===== src/hdl/assert_macros.svh =====
// ============================================================================
// Assertion macros
// Shared concurrent assertion shorthands for the distance core.
// ============================================================================
`ifndef ASSERT_MACROS_SVH
`define ASSERT_MACROS_SVH

// Same-cycle implication, disabled while the reset term is high.
`define ASSERT_IMPLY(lbl, ck, rs, ante, cons) \
  lbl: assert property (@(posedge ck) disable iff (rs) (ante) |-> (cons)) \
    else $error("same-cycle check failed");

// Next-cycle implication, disabled while the reset term is high.
`define ASSERT_NEXT(lbl, ck, rs, ante, cons) \
  lbl: assert property (@(posedge ck) disable iff (rs) (ante) |=> (cons)) \
    else $error("next-cycle check failed");

`endif


===== src/hdl/gcd_pkg.sv =====
// ============================================================================
// gcd_pkg
// Widths, fixed-point constants and helpers of the great-circle distance core.
// ============================================================================
package gcd_pkg;

  // Field widths
  localparam int LAT_W    = 28;
  localparam int LON_W    = 29;
  localparam int RADIUS_W = 24;
  localparam int DIST_W   = 26;

  // Internal widths
  localparam int DIFF_W   = 30;  // coordinate difference, signed
  localparam int ZW       = 32;  // half angle in Q30 radians, signed
  localparam int CW       = 34;  // CORDIC datapath, signed
  localparam int MW       = 32;  // multiplier operand, signed Q30
  localparam int SQ_IN_W  = 61;  // square root radicand
  localparam int SQ_OUT_W = 31;  // square root result
  localparam int ANG_W    = 31;  // clamped central half angle

  // Pipeline depths of fixed sections
  localparam int ANG_LAT    = 6;
  localparam int PROD_LAT   = 5;
  localparam int SQRT_STEPS = SQ_OUT_W;

  // Fixed-point constants
  localparam logic [25:0]          HALF_DEG_TO_RAD = 26'd37480660;
  localparam logic signed [CW-1:0] CORDIC_INV_GAIN = 34'sd652032875;
  localparam logic signed [CW-1:0] HALF_PI_Q30     = 34'sd1686629713;
  localparam logic signed [63:0]   Q30_HALF        = 64'sd536870912;

  localparam logic [29:0] ATAN_HEAD [10] = '{
    30'd843314856, 30'd497837829, 30'd263043836, 30'd133525158, 30'd67021686,
    30'd33543515,  30'd16775850,  30'd8388437,   30'd4194282,   30'd2097149
  };

  // Arctangent of 2^-i in Q30, floor
  function automatic logic signed [CW-1:0] atan_q30(input int i);
    logic signed [CW-1:0] val;
    if (i < 10) begin
      val = CW'(ATAN_HEAD[i]);
    end else if (i <= 30) begin
      val = CW'((64'd1 << (30 - i)) - 64'd1);
    end else begin
      val = '0;
    end
    return val;
  endfunction

  // Round a Q60 product back to Q30
  function automatic logic signed [MW-1:0] q30_rnd(input logic signed [63:0] p);
    logic signed [63:0] s;
    s = (p + Q30_HALF) >>> 30;
    return MW'(s);
  endfunction

endpackage


===== src/hdl/gcd_isqrt.sv =====
// ============================================================================
// gcd_isqrt
// Pipelined floor square root, one result bit per registered stage.
// ============================================================================
module gcd_isqrt (
  input  logic                           clk,
  input  logic                           en,
  input  logic [gcd_pkg::SQ_IN_W-1:0]  value,
  output logic [gcd_pkg::SQ_OUT_W-1:0] root
);
  import gcd_pkg::*;

  localparam int SW = SQ_IN_W + 1;

  logic [SW-1:0] vs [SQRT_STEPS];
  logic [SW-1:0] rs [SQRT_STEPS+1];

  assign vs[0] = SW'(value);
  assign rs[0] = '0;

  // Try each bit pair from the top down
  for (genvar j = 0; j < SQRT_STEPS; j++) begin : g_step
    localparam logic [SW-1:0] BIT = SW'(1) << (2 * (SQRT_STEPS - 1 - j));
    logic [SW-1:0] trial;
    logic          fits;
    assign trial = rs[j] + BIT;
    assign fits  = vs[j] >= trial;

    always_ff @(posedge clk) begin
      if (en) begin
        rs[j+1] <= fits ? (rs[j] >> 1) + BIT : rs[j] >> 1;
      end
    end

    if (j < SQRT_STEPS - 1) begin : g_rem
      always_ff @(posedge clk) begin
        if (en) begin
          vs[j+1] <= fits ? vs[j] - trial : vs[j];
        end
      end
    end
  end

  assign root = rs[SQRT_STEPS][SQ_OUT_W-1:0];

endmodule


===== config.mk =====
export PLATFORM = sky130hd
export DESIGN_NAME = gcd_isqrt
export DESIGN_NICKNAME = d
export VERILOG_FILES = /design/src/hdl/assert_macros.svh /design/src/hdl/gcd_pkg.sv /design/src/hdl/gcd_isqrt.sv
export SDC_FILE = /design/constraint.sdc
export NUM_CORES = 2
export LEC_CHECK = 0
export BUFFER_PORTS_ARGS = -buffer_cell sky130_fd_sc_hd__buf_2
export CAP_MARGIN = 20
export CORE_MARGIN = 5
export CORE_UTILIZATION = 55
export DETAILED_ROUTE_END_ITERATION = 10
export PLACE_DENSITY = 0.72
export SYNTH_ARGS = -nofsm -noshare
export SYNTH_HDL_FRONTEND = slang
export SYNTH_SLANG_ARGS = --single-unit

===== constraint.sdc =====
create_clock -name clk -period 5.28 [get_ports clk]
set_input_delay 0.264 -clock clk [delete_from_list [all_inputs] [get_ports clk]]
set_output_delay 0.264 -clock clk [all_outputs]
set_load 0.02 [all_outputs]

==> impl_metrics.py <==
metrics = {
    "status": {
        "status": "finished clean",
    },
    "timing": {
        "worst_slew_pin_slew_ns": 1.23,
        "tns_ns": 0,
        "maxSlewViolCount": 0,
        "slew_headroom_pct": 17.5,
        "setup_viol_count_final": 0,
        "fin_crit_ns": 4.53,
        "fin_skew_ns": 0.0622,
        "grt_setup_unrepaired": "false",
        "hold_violations": 0,
        "finalCritPeriodShare_pct": 85.8,
        "timing.fmax_ghz": 0.221,
    },
    "worst_setup_path": {
        "required_ns": 5.90,
        "critical-path-max-stage-delay_ns": 1.09,
        "endpoint_kind": "register",
        "path_cells": "nor3_1, nand2b_1, or3_1, nor4_1, a21oi_1, o31a_1, inv_1, buf_4, mux2_2",
        "cp-start-kind": "register",
        "crit_type": "reg2reg",
        "crit_slowest_cell": "nor4_1",
        "worstPathArrival_ns": 5.15,
        "path_max_fanout": 45,
    },
    "yosys": {
        "synth_area_per_cell_um2": 12.6,
        "synth_ff_type": "edfxtp_1",
        "ys_seq_area_share_pct": 63.1,
        "syn_inst": 8863,
        "muxShareOfSynthArea_pct": 0.784,
        "synth_top_family_by_area": "simple AND/OR/NAND/NOR gates",
        "synth-simple-area-share_pct": 12.2,
        "synth_cell_type_count": 87,
        "synth_compound_area_share_pct": 8.87,
        "synthAdderAreaFrac_pct": 5.84,
        "async_flop_share_pct": 0,
        "netlist_area_um2": 112000,
        "synth_edf_count": 2356,
        "synth-xor-area-share_pct": 6.53,
        "yosysWarnings": 0,
        "ys_ff_latch": 2356,
    },
    "min_path": {
        "hp-class": "in2reg",
    },
    "route": {
        "drtIter0Drc": 7071,
        "drt-total-wl_um": 262000,
        "ant_nets": 0,
        "viasPerCell": 5.97,
        "routed-via-count": 72000,
        "dr.pass1.iters": 7,
        "drc": 0,
        "wl_per_cell_um": 21.7,
    },
    "global_route": {
        "grt_pass1_wl_um": 401000,
        "grt_max_degree": 169,
        "grt_use_total_pct": 24.3,
        "grt_pass1_vias": 69200,
        "antenna_found_initial": 16,
        "grt_overflow": 0,
    },
    "cts": {
        "clock_sinks": 2356,
        "cts_tree": "done",
        "cts.clk_slew.worst_paths_ns": 0.06,
        "clock_latency_ns": 0.89,
        "cts.path.max_buffers": 3,
        "root_buffer": "clkbuf_16",
        "cts_made_buffers": 235,
        "htreeDepth": 4,
    },
    "final_layout": {
        "nets": 9766,
        "mostFrequentLayoutCells": "edfxtp_1 (2,356), nor2_1 (655), inv_1 (637), a21oi_1 (593), nand2_1 (536)",
        "syn2layout_area_growth_pct": 11.3,
        "fill_cells": 15200,
        "layout_commonest_cell": "edfxtp_1",
        "drive_above_1_share_pct": 7.16,
    },
    "placement": {
        "dp_hpwl_um": 193000,
        "place.gp.congestion": 0.918,
        "portBuffers": 93,
    },
    "floorplanning": {
        "pin_count": 94,
        "dieWidth_um": 461,
        "num_rows": 165,
        "start_util_pct": 55.3,
        "die_h_um": 461,
        "die_area_um2": 213000,
        "core-area_um2": 203000,
    },
    "power_and_ir_drop": {
        "powerDensity_nw_per_um2": 431,
        "total_power_mw": 53.8,
        "vdd_drop_max_mv": 0.373,
        "p_leak_nw": 46.9,
    },
    "run": {
        "maxCapViolations": 0,
    },
}
==> critical path, delay by kind of cell (launching register included) <==
family,cells,cell delay [ns]
AOI/OAI and AO/OA,2,0.61
buffers and inverters,2,0.70
DFF,1,0.52
muxes,1,0.39
and+or+nand+nor,4,1.98
==> cell families (layout without fill, tap and decap cells) <==
logic type	count (synthesis)	after routing
simple gates	2649	2649
flops	2356	2356
compound gates	1624	1624
xor+xnor	836	836
buf+inv	795	1317
fa+ha+maj	523	523
mux	79	79
other cells	1	7
==> metrics by stage <==
stage / hold slack, ns / util [%] / setup slack, ns / cells / instance area, um2
4_1_cts: 0.0161 / 61.6 / 0.955 / 12100 / 125000
6_report: 0.0820 / 61.6 / 0.750 / 12100 / 125000
3_3_place_gp: 0.424 / 57.4 / 0.965 / 11600 / 116000
5_1_grt: 0.0513 / 61.6 / 0.441 / 12100 / 125000
2_1_floorplan: 0.363 / - / 1.64 / 8864 / 112000
3_5_place_dp: 0.428 / 57.4 / 0.973 / 11600 / 116000
==> power by group <==
part	internal, mW	switching (mW)	leakage [nW]
combinational	4.56	6.55	20.5
sequential	23.7	1.99	22.7
clock	9.72	7.26	3.84
==> sequential cells by signal, indices dropped and copies added, names as in the netlist <==
signal and flops:
root 31, vs 1860, rs 465
==> path summary, 6_finish.rpt <==
path                            startpoint       end  slack [ns]  cells after the start
worst max register to register     vs[160]    vs[75]        0.75                      9
worst min register to register     rs[145]    rs[82]        0.43                      0
worst max-delay path               vs[160]    vs[75]        0.75                      9
worst min-delay path             value[47]  vs[1845]        0.08                      2
==> layer usage <==
| metal | global-route usage, % | wire (um) | part of all wire, % |
|---|---|---|---|
| met1 | 33.9 | 112000 | 43 |
| met2 | 40.1 | 126000 | 48 |
| met3 | 4.07 | 18400 | 7.0 |
| met4 | 6.07 | 6040 | 2.3 |
| met5 | 0 | 27 | 0.010 |
==> cell type report <==
class | count | area [um2] | share of cell area, %
sequential | 2356 | 70700 | 56.7
clock buffer | 273 | 6040 | 4.85
multi-input combinational | 5713 | 38400 | 30.8
tap | 2672 | 3340 | 2.68
inverter | 638 | 2390 | 1.92
clock inverter | 170 | 1910 | 1.53
timing repair buffer | 236 | 1900 | 1.52
antenna | 5 | 12.5 | 0.0100
==> what timing repair did <==
item / in CTS / in global routing
hold endpoints to repair: 157 / 0
setup buffers: 0 / 0
gates resized for setup: 0 / 0
hold buffers: 62 / 0
setup endpoints to repair: 0 / 0
==> synthesized netlist by cell type, types with 16 or more instances <==
library cell | count | area share, %
or2_2 | 30 | 0.17
or4_1 | 59 | 0.40
a31oi_1 | 43 | 0.24
a2111oi_0 | 16 | 0.13
nor2_1 | 655 | 2.2
xnor2_1 | 451 | 3.5
ha_1 | 523 | 5.8
nand3b_1 | 27 | 0.18
o31ai_1 | 41 | 0.27
nand4b_1 | 32 | 0.25
nor2b_1 | 71 | 0.40
and3_1 | 41 | 0.23
nand2_1 | 536 | 1.8
o21ai_0 | 374 | 1.7
nand3_1 | 146 | 0.65
nor4_1 | 296 | 1.7
a21o_1 | 186 | 1.2
clkbuf_1 | 136 | 0.46
or3_1 | 89 | 0.50
o21bai_1 | 47 | 0.31
a211oi_1 | 45 | 0.30
nor4b_1 | 49 | 0.38
edfxtp_1 | 2356 | 63
a21oi_1 | 594 | 2.7
o21a_1 | 87 | 0.58
a21boi_0 | 25 | 0.17
nand4_1 | 144 | 0.80
xor2_1 | 385 | 3.0
and4_1 | 21 | 0.16
nand2b_1 | 113 | 0.63
inv_1 | 637 | 2.1
and2_1 | 27 | 0.15
nor3_1 | 250 | 1.1
mux2_2 | 70 | 0.70
o211ai_1 | 26 | 0.17
nor3b_1 | 23 | 0.15
Note: power is estimated with default switching activity, not from simulation.
