<file path="src/hdl/assert_macros.svh">
// ============================================================================
// Assertion macros
// Shared concurrent assertion shorthands for the distance core.
// ============================================================================
`ifndef ASSERT_MACROS_SVH
`define ASSERT_MACROS_SVH

// Same-cycle implication, disabled while the reset term is high.
`define ASSERT_IMPLY(lbl, ck, rs, ante, cons) \
  lbl: assert property (@(posedge ck) disable iff (rs) (ante) |-> (cons)) \
    else $error("same-cycle check failed");

// Next-cycle implication, disabled while the reset term is high.
`define ASSERT_NEXT(lbl, ck, rs, ante, cons) \
  lbl: assert property (@(posedge ck) disable iff (rs) (ante) |=> (cons)) \
    else $error("next-cycle check failed");

`endif

</file>
<file path="src/hdl/gcd_pkg.sv">
// ============================================================================
// gcd_pkg
// Widths, fixed-point constants and helpers of the great-circle distance core.
// ============================================================================
package gcd_pkg;

  // Field widths
  localparam int LAT_W    = 28;
  localparam int LON_W    = 29;
  localparam int RADIUS_W = 24;
  localparam int DIST_W   = 26;

  // Internal widths
  localparam int DIFF_W   = 30;  // coordinate difference, signed
  localparam int ZW       = 32;  // half angle in Q30 radians, signed
  localparam int CW       = 34;  // CORDIC datapath, signed
  localparam int MW       = 32;  // multiplier operand, signed Q30
  localparam int SQ_IN_W  = 61;  // square root radicand
  localparam int SQ_OUT_W = 31;  // square root result
  localparam int ANG_W    = 31;  // clamped central half angle

  // Pipeline depths of fixed sections
  localparam int ANG_LAT    = 6;
  localparam int PROD_LAT   = 5;
  localparam int SQRT_STEPS = SQ_OUT_W;

  // Fixed-point constants
  localparam logic [25:0]          HALF_DEG_TO_RAD = 26'd37480660;
  localparam logic signed [CW-1:0] CORDIC_INV_GAIN = 34'sd652032875;
  localparam logic signed [CW-1:0] HALF_PI_Q30     = 34'sd1686629713;
  localparam logic signed [63:0]   Q30_HALF        = 64'sd536870912;

  localparam logic [29:0] ATAN_HEAD [10] = '{
    30'd843314856, 30'd497837829, 30'd263043836, 30'd133525158, 30'd67021686,
    30'd33543515,  30'd16775850,  30'd8388437,   30'd4194282,   30'd2097149
  };

  // Arctangent of 2^-i in Q30, floor
  function automatic logic signed [CW-1:0] atan_q30(input int i);
    logic signed [CW-1:0] val;
    if (i < 10) begin
      val = CW'(ATAN_HEAD[i]);
    end else if (i <= 30) begin
      val = CW'((64'd1 << (30 - i)) - 64'd1);
    end else begin
      val = '0;
    end
    return val;
  endfunction

  // Round a Q60 product back to Q30
  function automatic logic signed [MW-1:0] q30_rnd(input logic signed [63:0] p);
    logic signed [63:0] s;
    s = (p + Q30_HALF) >>> 30;
    return MW'(s);
  endfunction

endpackage

</file>
<file path="src/hdl/gcd_angle.sv">
// ============================================================================
// gcd_angle
// Wraps a degree angle into [-180,180) and converts it to a Q30 half angle.
// ============================================================================
module gcd_angle #(
  parameter int ANGLE_FRAC_BITS = 20
) (
  input  logic                            clk,
  input  logic                            en,
  input  logic signed [gcd_pkg::DIFF_W-1:0] deg,
  output logic signed [gcd_pkg::ZW-1:0]     half_rad
);
  import gcd_pkg::*;

  localparam logic [63:0] MOD   = 64'd360 << ANGLE_FRAC_BITS;
  localparam logic [63:0] SPAN  = 64'd1 << (DIFF_W - 1);
  localparam logic [63:0] BIAS  = MOD * ((SPAN + MOD - 64'd1) / MOD);
  localparam int          DDW   = $clog2(BIAS + SPAN);
  localparam logic [63:0] RECIP = (64'd1 << DDW) / MOD;
  localparam int          RW    = (RECIP > 0) ? $clog2(RECIP + 64'd1) : 1;
  localparam int          MODW  = $clog2(MOD + 64'd1);
  localparam int          XW    = (DDW > RW + MODW) ? DDW : RW + MODW;
  localparam int          PW    = DDW + RW;
  localparam int          MAGW  = ANGLE_FRAC_BITS + 8;

  localparam logic [DDW-1:0] BIAS_D     = DDW'(BIAS);
  localparam logic [DDW-1:0] MOD_D      = DDW'(MOD);
  localparam logic [DDW-1:0] HALF_MOD_D = DDW'(MOD / 64'd2);
  localparam logic [RW-1:0]  RECIP_R    = RW'(RECIP);

  logic signed [DDW:0] deg_x;
  logic signed [DDW:0] dd_sum;
  logic [DDW-1:0]      dd;
  logic [DDW-1:0]      dd1;
  logic [PW-1:0]       p1;
  logic [DDW-1:0]      dd2;
  logic [XW-1:0]       qm2;
  logic [DDW-1:0]      r_raw;
  logic [DDW-1:0]      r3;
  logic [MAGW-1:0]     mag;
  logic                neg;
  logic [31:0]         q24;
  logic [31:0]         q24_4;
  logic                neg4;
  logic [57:0]         p5;
  logic                neg5;
  logic [57:0]         rad_sum;
  logic [31:0]         rad;

  // Bias the angle to a non-negative value that keeps its residue
  assign deg_x  = (DDW + 1)'(deg);
  assign dd_sum = deg_x + $signed({1'b0, BIAS_D});
  assign dd     = dd_sum[DDW-1:0];

  // Estimate the quotient by reciprocal, then take the remainder
  always_ff @(posedge clk) begin
    if (en) begin
      dd1 <= dd;
      p1  <= PW'(dd) * PW'(RECIP_R);
      dd2 <= dd1;
      qm2 <= XW'(p1[PW-1:DDW]) * XW'(MOD_D);
    end
  end

  // Fix the quotient estimate with one conditional subtract
  assign r_raw = dd2 - qm2[DDW-1:0];

  always_ff @(posedge clk) begin
    if (en) begin
      r3 <= (r_raw >= MOD_D) ? r_raw - MOD_D : r_raw;
    end
  end

  // Center into [-180,180) as sign and magnitude
  always_comb begin
    if (r3 >= HALF_MOD_D) begin
      mag = MAGW'(MOD_D - r3);
      neg = 1'b1;
    end else begin
      mag = MAGW'(r3);
      neg = 1'b0;
    end
  end

  // Bring the magnitude to Q24 degrees
  generate
    if (ANGLE_FRAC_BITS <= 24) begin : g_up
      assign q24 = 32'(mag) << (24 - ANGLE_FRAC_BITS);
    end else begin : g_down
      logic [MAGW:0] mag_r;
      assign mag_r = (MAGW + 1)'(mag) + ((MAGW + 1)'(1) << (ANGLE_FRAC_BITS - 25));
      assign q24   = 32'(mag_r >> (ANGLE_FRAC_BITS - 24));
    end
  endgenerate

  // Scale degrees to half-angle radians and restore the sign
  assign rad_sum = p5 + (58'd1 << 25);
  assign rad     = rad_sum[57:26];

  always_ff @(posedge clk) begin
    if (en) begin
      q24_4    <= q24;
      neg4     <= neg;
      p5       <= 58'(q24_4) * 58'(HALF_DEG_TO_RAD);
      neg5     <= neg4;
      half_rad <= neg5 ? -$signed(rad) : $signed(rad);
    end
  end

endmodule

</file>
<file path="config.mk">
export PLATFORM = sky130hd
export DESIGN_NAME = gcd_angle
export DESIGN_NICKNAME = d
export VERILOG_FILES = /design/src/hdl/assert_macros.svh /design/src/hdl/gcd_pkg.sv /design/src/hdl/gcd_angle.sv
export SDC_FILE = /design/constraint.sdc
export NUM_CORES = 1
export LEC_CHECK = 0
export ABC_CLOCK_PERIOD_IN_PS = 15300
export BUFFER_PORTS_ARGS = -buffer_cell sky130_fd_sc_hd__buf_4
export CORE_ASPECT_RATIO = 1.4
export CORE_MARGIN = 8
export CORE_UTILIZATION = 42
export CTS_CLUSTER_SIZE = 20
export DETAILED_ROUTE_END_ITERATION = 8
export PLACE_DENSITY = 0.68
export SYNTH_ARGS = -nofsm -noshare
export SYNTH_HDL_FRONTEND = slang
export SYNTH_SLANG_ARGS = --single-unit
</file>
<file path="constraint.sdc">
create_clock -name clk -period 15.3 [get_ports clk]
set_clock_uncertainty 0.05 [all_clocks]
set_input_delay 0.765 -clock clk [delete_from_list [all_inputs] [get_ports clk]]
set_output_delay 0.765 -clock clk [all_outputs]
set_load 0.005 [all_outputs]
</file>
==> reports/metrics.yaml, run 1 <==
cts:
  cts_hold_buf: 0
  buffer_levels_on_the_longest_clock_path: 2
  clkSinkCount: 199
  cts.reportedPaths.clkPinSlew_ns: 0.08
  cts.htree.levels: 4
  cts_buffers: 17
  post_cts.resized_instances: 0
  clk_root_buffer_cell: "sky130_fd_sc_hd__clkbuf_16"
  cts_setup_buffers: 0
  clock_insertion_delay_at_the_later_pin_of_the_skew_report_ns: 0.47
  tritoncts: "yes"
sta:
  rsz_0062_raised_after_global_routing: "no"
  report.final.setup_viol: 0
  hold_viol_final: 0
  timing.hold.ws_ns: 0.367
  report.final.slew_viol_count: 0
  actual_transition_at_the_worst_max_transition_pin_ns: 1.04
  slew-limit-headroom_pct: 30.3
  period_minus_ws_final_ns: 7.65
  final.period_utilization_pct: 50.0
  maxClockFrequency_ghz: 0.131
  setup-tns-final_ns: 0
cells_and_area:
  layout-area-overhead-vs-synth_pct: 8.22
  drive_above_1_share_pct: 5.88
  multi_input_area_um2: 14800
  mostFrequentLayoutCells: "sky130_fd_sc_hd__inv_1 (495), sky130_fd_sc_hd__ha_1 (331), sky130_fd_sc_hd__fa_1 (289), sky130_fd_sc_hd__edfxtp_1 (199), sky130_fd_sc_hd__xnor2_1 (96)"
  layout_commonest_cell: "sky130_fd_sc_hd__inv_1"
  fillerInstances: 5050
  post-route-util_pct: 45.7
  register_area_um2: 5980
  antenna_cells_inserted: 0
  num-nets-final: 2782
worst_setup_path:
  worstSetupEndpointType: "flop"
  reg2reg_slack_ns: 7.65
  crit_path_end: "p5[51]$_DFFE_PP_"
  critical_path_arrival_ns: 7.85
  regToRegEndpoint: "p5[51]$_DFFE_PP_"
  setup.worst_path.class: "flop to flop"
  critical_path_peak_fanout: 8
  r2r-start: "q24_4[9]$_DFFE_PP_"
  timing.critical_path.from: "q24_4[9]$_DFFE_PP_"
  cp_data_required_time_ns: 15.50
  start_kind: "flop"
  r2r_cells: 22
logic_synthesis:
  async_reset_ff_share_pct: 0
  portion_of_the_post_synthesis_area_used_by_sequential_elements_pct: 26.3
  post_synthesis_register_bit_count: 199
  synthesis.area_per_instance_um2: 11.0
  post_synth_inst_count: 2072
  yosysWarningCount: 0
  synth-main-ff-cell: "sky130_fd_sc_hd__edfxtp_1"
  mappedNetlistArea_um2: 22700
  ys_types: 80
  synth_edf_count: 199
  syn_nets: 2724
detailed_routing:
  drt-wirelength-per-cell_um: 18.4
  via_cell_ratio: 5.09
  via_count: 14600
  first_pass_iteration_count_of_the_detailed_router: 7
  antenna_violating_nets_post_route: 0
  route.detailed.drc: 0
  dr.first_iter.drc_count: 727
  final_routed_wirelength_across_all_metal_layers_um: 52700
run:
  cap_viol_max_count: 0
grt:
  global_route_usage_sum_pct: 17.8
  globalRoute.totalOverflow: 0
  wire_length_of_the_first_global_routing_pass_um: 85200
  antenna_violations_before_repair: 0
  grt_max_degree: 117
  vias_in_the_first_global_route: 16500
floorplan:
  ioPinCount: 64
  design.core.area_um2: 53800
  fp.dieH_um: 291
  initial_utilization_pct: 42.2
  die_w_um: 213
  die-area_um2: 61900
  row_count: 101
place:
  placement.io_buffers: 63
  dp.final_hpwl_um: 45600
  routabilityCongestion: 0.937
min_path:
  min-delay-path-class: "flop to flop"
run_status:
  status: "finished clean"
==> kinds of logic (layout without fill, tap and decap cells) <==
| kind of cell | count (synthesis) | in the layout | share of synthesized area, % |
|---|---|---|---|
| fa+ha+maj | 620 | 620 | 43.7 |
| flops | 199 | 199 | 26.3 |
| compound gates | 279 | 279 | 8.25 |
| mux | 9 | 9 | 0.396 |
| simple gates | 299 | 299 | 7.08 |
| buf+inv | 521 | 592 | 8.75 |
| xor+xnor | 145 | 145 | 5.59 |
==> flip-flops by register name, indices dropped and copies added, names as in the netlist <==
signal	count
dd1	31
dd2	31
p1	3
qm2	8
neg5	1
q24_4	28
neg4	1
half_rad	32
p5	33
r3	31
==> worst max-delay path, stage by stage (launching register included) <==
cell	delay [ns]
sky130_fd_sc_hd__edfxtp_1	0.52
sky130_fd_sc_hd__inv_1	0.22
sky130_fd_sc_hd__fa_1	0.54
sky130_fd_sc_hd__fa_1	0.54
sky130_fd_sc_hd__inv_1	0.05
sky130_fd_sc_hd__fa_1	0.50
sky130_fd_sc_hd__inv_1	0.05
sky130_fd_sc_hd__fa_1	0.47
sky130_fd_sc_hd__inv_1	0.05
sky130_fd_sc_hd__fa_1	0.52
sky130_fd_sc_hd__fa_1	0.56
sky130_fd_sc_hd__inv_1	0.06
sky130_fd_sc_hd__fa_1	0.53
sky130_fd_sc_hd__inv_1	0.04
sky130_fd_sc_hd__ha_1	0.37
sky130_fd_sc_hd__a21oi_1	0.23
sky130_fd_sc_hd__o21ai_0	0.15
sky130_fd_sc_hd__a221oi_1	0.47
sky130_fd_sc_hd__o2111ai_1	0.37
sky130_fd_sc_hd__a41oi_1	0.47
sky130_fd_sc_hd__o21ai_1	0.17
sky130_fd_sc_hd__mux2i_1	0.15
sky130_fd_sc_hd__a2111oi_0	0.37
==> cells in the mapped netlist (10+ instances only) <==
cell | n | share of area [%]
sky130_fd_sc_hd__a21o_1 | 42 | 1.4
sky130_fd_sc_hd__a21oi_1 | 71 | 1.6
sky130_fd_sc_hd__and2_1 | 11 | 0.30
sky130_fd_sc_hd__clkbuf_1 | 15 | 0.25
sky130_fd_sc_hd__edfxtp_1 | 199 | 26
sky130_fd_sc_hd__fa_1 | 289 | 25
sky130_fd_sc_hd__ha_1 | 331 | 18
sky130_fd_sc_hd__inv_1 | 495 | 8.2
sky130_fd_sc_hd__nand2_1 | 64 | 1.1
sky130_fd_sc_hd__nand2b_1 | 10 | 0.28
sky130_fd_sc_hd__nand3_1 | 36 | 0.79
sky130_fd_sc_hd__nand4_1 | 17 | 0.47
sky130_fd_sc_hd__nor2_1 | 60 | 0.99
sky130_fd_sc_hd__nor2b_1 | 12 | 0.33
sky130_fd_sc_hd__nor3_1 | 20 | 0.44
sky130_fd_sc_hd__nor4_1 | 16 | 0.44
sky130_fd_sc_hd__o21ai_0 | 53 | 1.2
sky130_fd_sc_hd__o21bai_1 | 12 | 0.40
sky130_fd_sc_hd__o31ai_1 | 14 | 0.46
sky130_fd_sc_hd__xnor2_1 | 96 | 3.7
sky130_fd_sc_hd__xor2_1 | 49 | 1.9
==> through the flow <==
stage | area (µm²) | cells | setup WS, ns
after CTS | 24600 | 2864 | 7.67
final | 24600 | 2864 | 7.65
after floorplan | 22700 | 2072 | 8.42
after global placement | 24000 | 2832 | 7.81
after detailed placement | 24000 | 2832 | 7.71
after global routing | 24600 | 2864 | 7.21
==> layer usage <==
layer	GRT usage, %	share of wire (%)	vias up	routed length (µm)
met5	0	0	-	0
met4	10.3	6.6	0	3480
met3	2.33	2.9	122	1510
met2	33.9	54	295	28600
met1	18.0	36	7168	19200
li1	-	-	6995	-
==> area by class of cell <==
class	instances	share of cell area (%)
inverter	495	7.55
tap	721	3.67
multi-input combinational	1352	60.0
clock buffer	18	1.74
timing repair buffer	65	2.01
sequential	199	24.3
clock inverter	14	0.707
==> how the worst min path moves through the flow <==
stage                       from                end  slack (ns)  depth (start not counted)
2_1_floorplan   dd1[0]$_DFFE_PP_   dd2[0]$_DFFE_PP_        0.35                          0
3_3_place_gp   dd1[26]$_DFFE_PP_  dd2[26]$_DFFE_PP_        0.35                          0
3_5_place_dp   dd1[11]$_DFFE_PP_  dd2[11]$_DFFE_PP_        0.35                          0
4_1_cts        dd1[13]$_DFFE_PP_  dd2[13]$_DFFE_PP_        0.37                          0
5_1_grt         dd1[3]$_DFFE_PP_   dd2[3]$_DFFE_PP_        0.38                          0
6_report       dd1[21]$_DFFE_PP_  dd2[21]$_DFFE_PP_        0.37                          0
Power of run 1 is left out: the tool's default activity adds up to more than one toggle a clock period on the data nets, which glitch-free logic cannot reach.
==> inputs of run 2 (changes only) <==
--- a/config.mk
+++ b/config.mk
@@ -5,14 +5,14 @@
 export SDC_FILE = /design/constraint.sdc
 export NUM_CORES = 1
 export LEC_CHECK = 0
-export ABC_CLOCK_PERIOD_IN_PS = 15300
+export ABC_CLOCK_PERIOD_IN_PS = 6800
 export BUFFER_PORTS_ARGS = -buffer_cell sky130_fd_sc_hd__buf_4
 export CORE_ASPECT_RATIO = 1.4
 export CORE_MARGIN = 8
 export CORE_UTILIZATION = 42
 export CTS_CLUSTER_SIZE = 20
 export DETAILED_ROUTE_END_ITERATION = 8
-export PLACE_DENSITY = 0.68
+export PLACE_DENSITY = 0.71
 export SYNTH_ARGS = -nofsm -noshare
 export SYNTH_HDL_FRONTEND = slang
 export SYNTH_SLANG_ARGS = --single-unit
==> constraint.sdc (replaced) <==
create_clock -name clk -period 6.8 [get_ports clk]
set_clock_uncertainty 0.05 [all_clocks]
set_input_delay 0.34 -clock clk [delete_from_list [all_inputs] [get_ports clk]]
set_output_delay 0.34 -clock clk [all_outputs]
set_load 0.005 [all_outputs]
==> reports/metrics.yaml, run 2 (same netlist as run 1, synthesis figures left out) <==
detailed_routing:
  via_cell_ratio: 5.05  # was 5.09
  final_routed_wirelength_across_all_metal_layers_um: 54500  # was 52700 µm
  antenna_violating_nets_post_route: 0  # unchanged
  via_count: 15100  # was 14600
  route.detailed.drc: 0  # unchanged
  first_pass_iteration_count_of_the_detailed_router: 4  # was 7
  drt-wirelength-per-cell_um: 18.2  # was 18.4 µm
  dr.first_iter.drc_count: 656  # was 727
min_path:
  min-delay-path-class: "primary input to flop"  # was flop to flop
  hold_depth: 1  # was 0
  hold_path_startpoint: "deg[4]"  # was dd1[21]$_DFFE_PP_
  timing.hold.worst_endpoint: "dd1[4]$_DFFE_PP_"  # was dd2[21]$_DFFE_PP_
cts:
  tritoncts: "yes"  # unchanged
  clock_insertion_delay_at_the_later_pin_of_the_skew_report_ns: 0.47  # about the same
  clkSinkCount: 199  # unchanged
  clk_root_buffer_cell: "sky130_fd_sc_hd__clkbuf_16"  # unchanged
  cts.reportedPaths.clkPinSlew_ns: 0.09  # was 0.08 ns
  buffer_levels_on_the_longest_clock_path: 2  # unchanged
  cts.htree.levels: 4  # unchanged
  cts_buffers: 17  # unchanged
grt:
  vias_in_the_first_global_route: 16800  # was 16500
  globalRoute.totalOverflow: 0  # unchanged
  grt_max_degree: 119  # was 117
  wire_length_of_the_first_global_routing_pass_um: 86300  # was 85200 µm
  global_route_usage_sum_pct: 18.1  # was 17.8%
  antenna_violations_before_repair: 0  # unchanged
sta:
  slew-limit-headroom_pct: 34.0  # was 30.3%
  maxClockFrequency_ghz: 0.152  # was 0.131 GHz
  report.final.slew_viol_count: 0  # unchanged
  period_minus_ws_final_ns: 6.60  # was 7.65 ns
  actual_transition_at_the_worst_max_transition_pin_ns: 0.989  # was 1.04 ns
  hold_viol_final: 0  # unchanged
  report.final.setup_viol: 0  # unchanged
  rsz_0062_raised_after_global_routing: "no"  # unchanged
  final.period_utilization_pct: 97.0  # was 50.0%
cells_and_area:
  mostFrequentLayoutCells: "sky130_fd_sc_hd__inv_1 (482), sky130_fd_sc_hd__ha_1 (324), sky130_fd_sc_hd__fa_1 (283), sky130_fd_sc_hd__edfxtp_1 (199), sky130_fd_sc_hd__buf_4 (161)"  # was sky130_fd_sc_hd__inv_1 (495), sky130_fd_sc_hd__ha_1 (331), sky130_fd_sc_hd__fa_1 (289), sky130_fd_sc_hd__edfxtp_1 (199), sky130_fd_sc_hd__xnor2_1 (96)
  fillerInstances: 4905  # was 5050
  largestRegisters: "p5: 33 flops, half_rad: 32 flops"  # unchanged
  post-route-util_pct: 48.2  # was 45.7%
  drive_above_1_share_pct: 12.5  # was 5.88%
  layout_commonest_cell: "sky130_fd_sc_hd__inv_1"  # unchanged
  layout-area-overhead-vs-synth_pct: 14.1  # was 8.22%
  antenna_cells_inserted: 0  # unchanged
  largest_reg_flops: 33  # unchanged
  num-nets-final: 2906  # was 2782
  max_flop_register: "p5"  # unchanged
worst_setup_path:
  setup.worst_path.class: "flop to flop"  # unchanged
  regToRegEndpoint: "p5[44]$_DFFE_PP_"  # was p5[51]$_DFFE_PP_
  worstSetupEndpointType: "flop"  # unchanged
  cp_data_required_time_ns: 6.96  # was 15.50 ns
  reg2reg_slack_ns: 0.20  # was 7.65 ns
  critical_path_peak_fanout: 6  # was 8
  r2r_cells: 24  # was 22
  r2r-start: "q24_4[19]$_DFFE_PP_"  # was q24_4[9]$_DFFE_PP_
  critical_path_arrival_ns: 6.76  # was 7.85 ns
  start_kind: "flop"  # unchanged
floorplan:
  die-area_um2: 61900  # unchanged
  die_w_um: 213  # unchanged
  initial_utilization_pct: 42.2  # unchanged
  fp.dieH_um: 291  # unchanged
  design.core.area_um2: 53800  # unchanged
  ioPinCount: 64  # unchanged
  row_count: 101  # unchanged
run_status:
  status: "finished clean"  # unchanged
place:
  dp.final_hpwl_um: 46800  # was 45600 µm
  routabilityCongestion: 0.940  # was 0.937
  placement.io_buffers: 63  # unchanged
run:
  cap_viol_max_count: 0  # unchanged
-- run 2: critical path, cell delays in order, from the launching register on --
cell and delay [ns]:
sky130_fd_sc_hd__edfxtp_1 0.42, sky130_fd_sc_hd__buf_4 0.21, sky130_fd_sc_hd__ha_1 0.29, sky130_fd_sc_hd__inv_1 0.11
sky130_fd_sc_hd__fa_1 0.57, sky130_fd_sc_hd__inv_1 0.07, sky130_fd_sc_hd__ha_1 0.28, sky130_fd_sc_hd__inv_1 0.05
sky130_fd_sc_hd__fa_1 0.49, sky130_fd_sc_hd__inv_1 0.05, sky130_fd_sc_hd__fa_1 0.48, sky130_fd_sc_hd__fa_1 0.57
sky130_fd_sc_hd__inv_1 0.06, sky130_fd_sc_hd__fa_1 0.53, sky130_fd_sc_hd__inv_1 0.04, sky130_fd_sc_hd__ha_1 0.30
sky130_fd_sc_hd__a21oi_1 0.26, sky130_fd_sc_hd__o21ai_1 0.17, sky130_fd_sc_hd__a221oi_4 0.31, sky130_fd_sc_hd__o2111ai_2 0.21
sky130_fd_sc_hd__a41oi_2 0.25, sky130_fd_sc_hd__buf_4 0.14, sky130_fd_sc_hd__o21ai_0 0.09, sky130_fd_sc_hd__a211oi_1 0.30
sky130_fd_sc_hd__nor2_1 0.06
-- run 2: cell type report --
class                      count  area (µm²)  share of cell area (%)
clock buffer                  17         425                    1.64
inverter                     495        1860                    7.16
clock inverter                15         241                   0.931
tap                          721         902                    3.48
timing repair buffer         189        1500                    5.77
sequential                   199        5980                    23.0
multi-input combinational   1352       15000                    58.0
-- run 2: how the worst max path moves through the flow --
stage | start | end
2_1_floorplan | q24_4[11]$_DFFE_PP_ | p5[51]$_DFFE_PP_
3_3_place_gp | q24_4[11]$_DFFE_PP_ | p5[44]$_DFFE_PP_
3_5_place_dp | q24_4[11]$_DFFE_PP_ | p5[51]$_DFFE_PP_
4_1_cts | q24_4[9]$_DFFE_PP_ | p5[51]$_DFFE_PP_
5_1_grt | q24_4[17]$_DFFE_PP_ | p5[44]$_DFFE_PP_
6_report | q24_4[19]$_DFFE_PP_ | p5[44]$_DFFE_PP_
-- run 2: layer usage --
metal  track usage, %  share of wire (%)
met5                0                  0
met4             9.83                5.7
met3             2.37                2.8
met2             35.5                 56
met1             17.7                 36
-- run 2: what timing repair did --
action	in CTS	in global routing
hold buffers	23	0
endpoints found under the setup margin	5	17
setup buffers	0	13
pin swaps	6	30
hold endpoints to repair	23	0
resized for setup	6	65
-- run 2: stage by stage --
| stage | setup TNS, ns | worst slack (ns) | area [µm²] | hold slack (ns) | instances |
|---|---|---|---|---|---|
| after detailed placement | -0.207 | -0.162 | 24700 | 0.355 | 2920 |
| after floorplan | 0 | 0.0994 | 22800 | 0.350 | 2072 |
| after CTS | 0 | 0.0223 | 25600 | 0.00453 | 2975 |
| after global placement | 0 | 0.0374 | 24700 | 0.350 | 2920 |
| after global routing | 0 | 0.0000386 | 25900 | 0.0140 | 2988 |
| final | 0 | 0.202 | 25900 | 0.0388 | 2988 |
Power of run 2 is left out for the same reason.
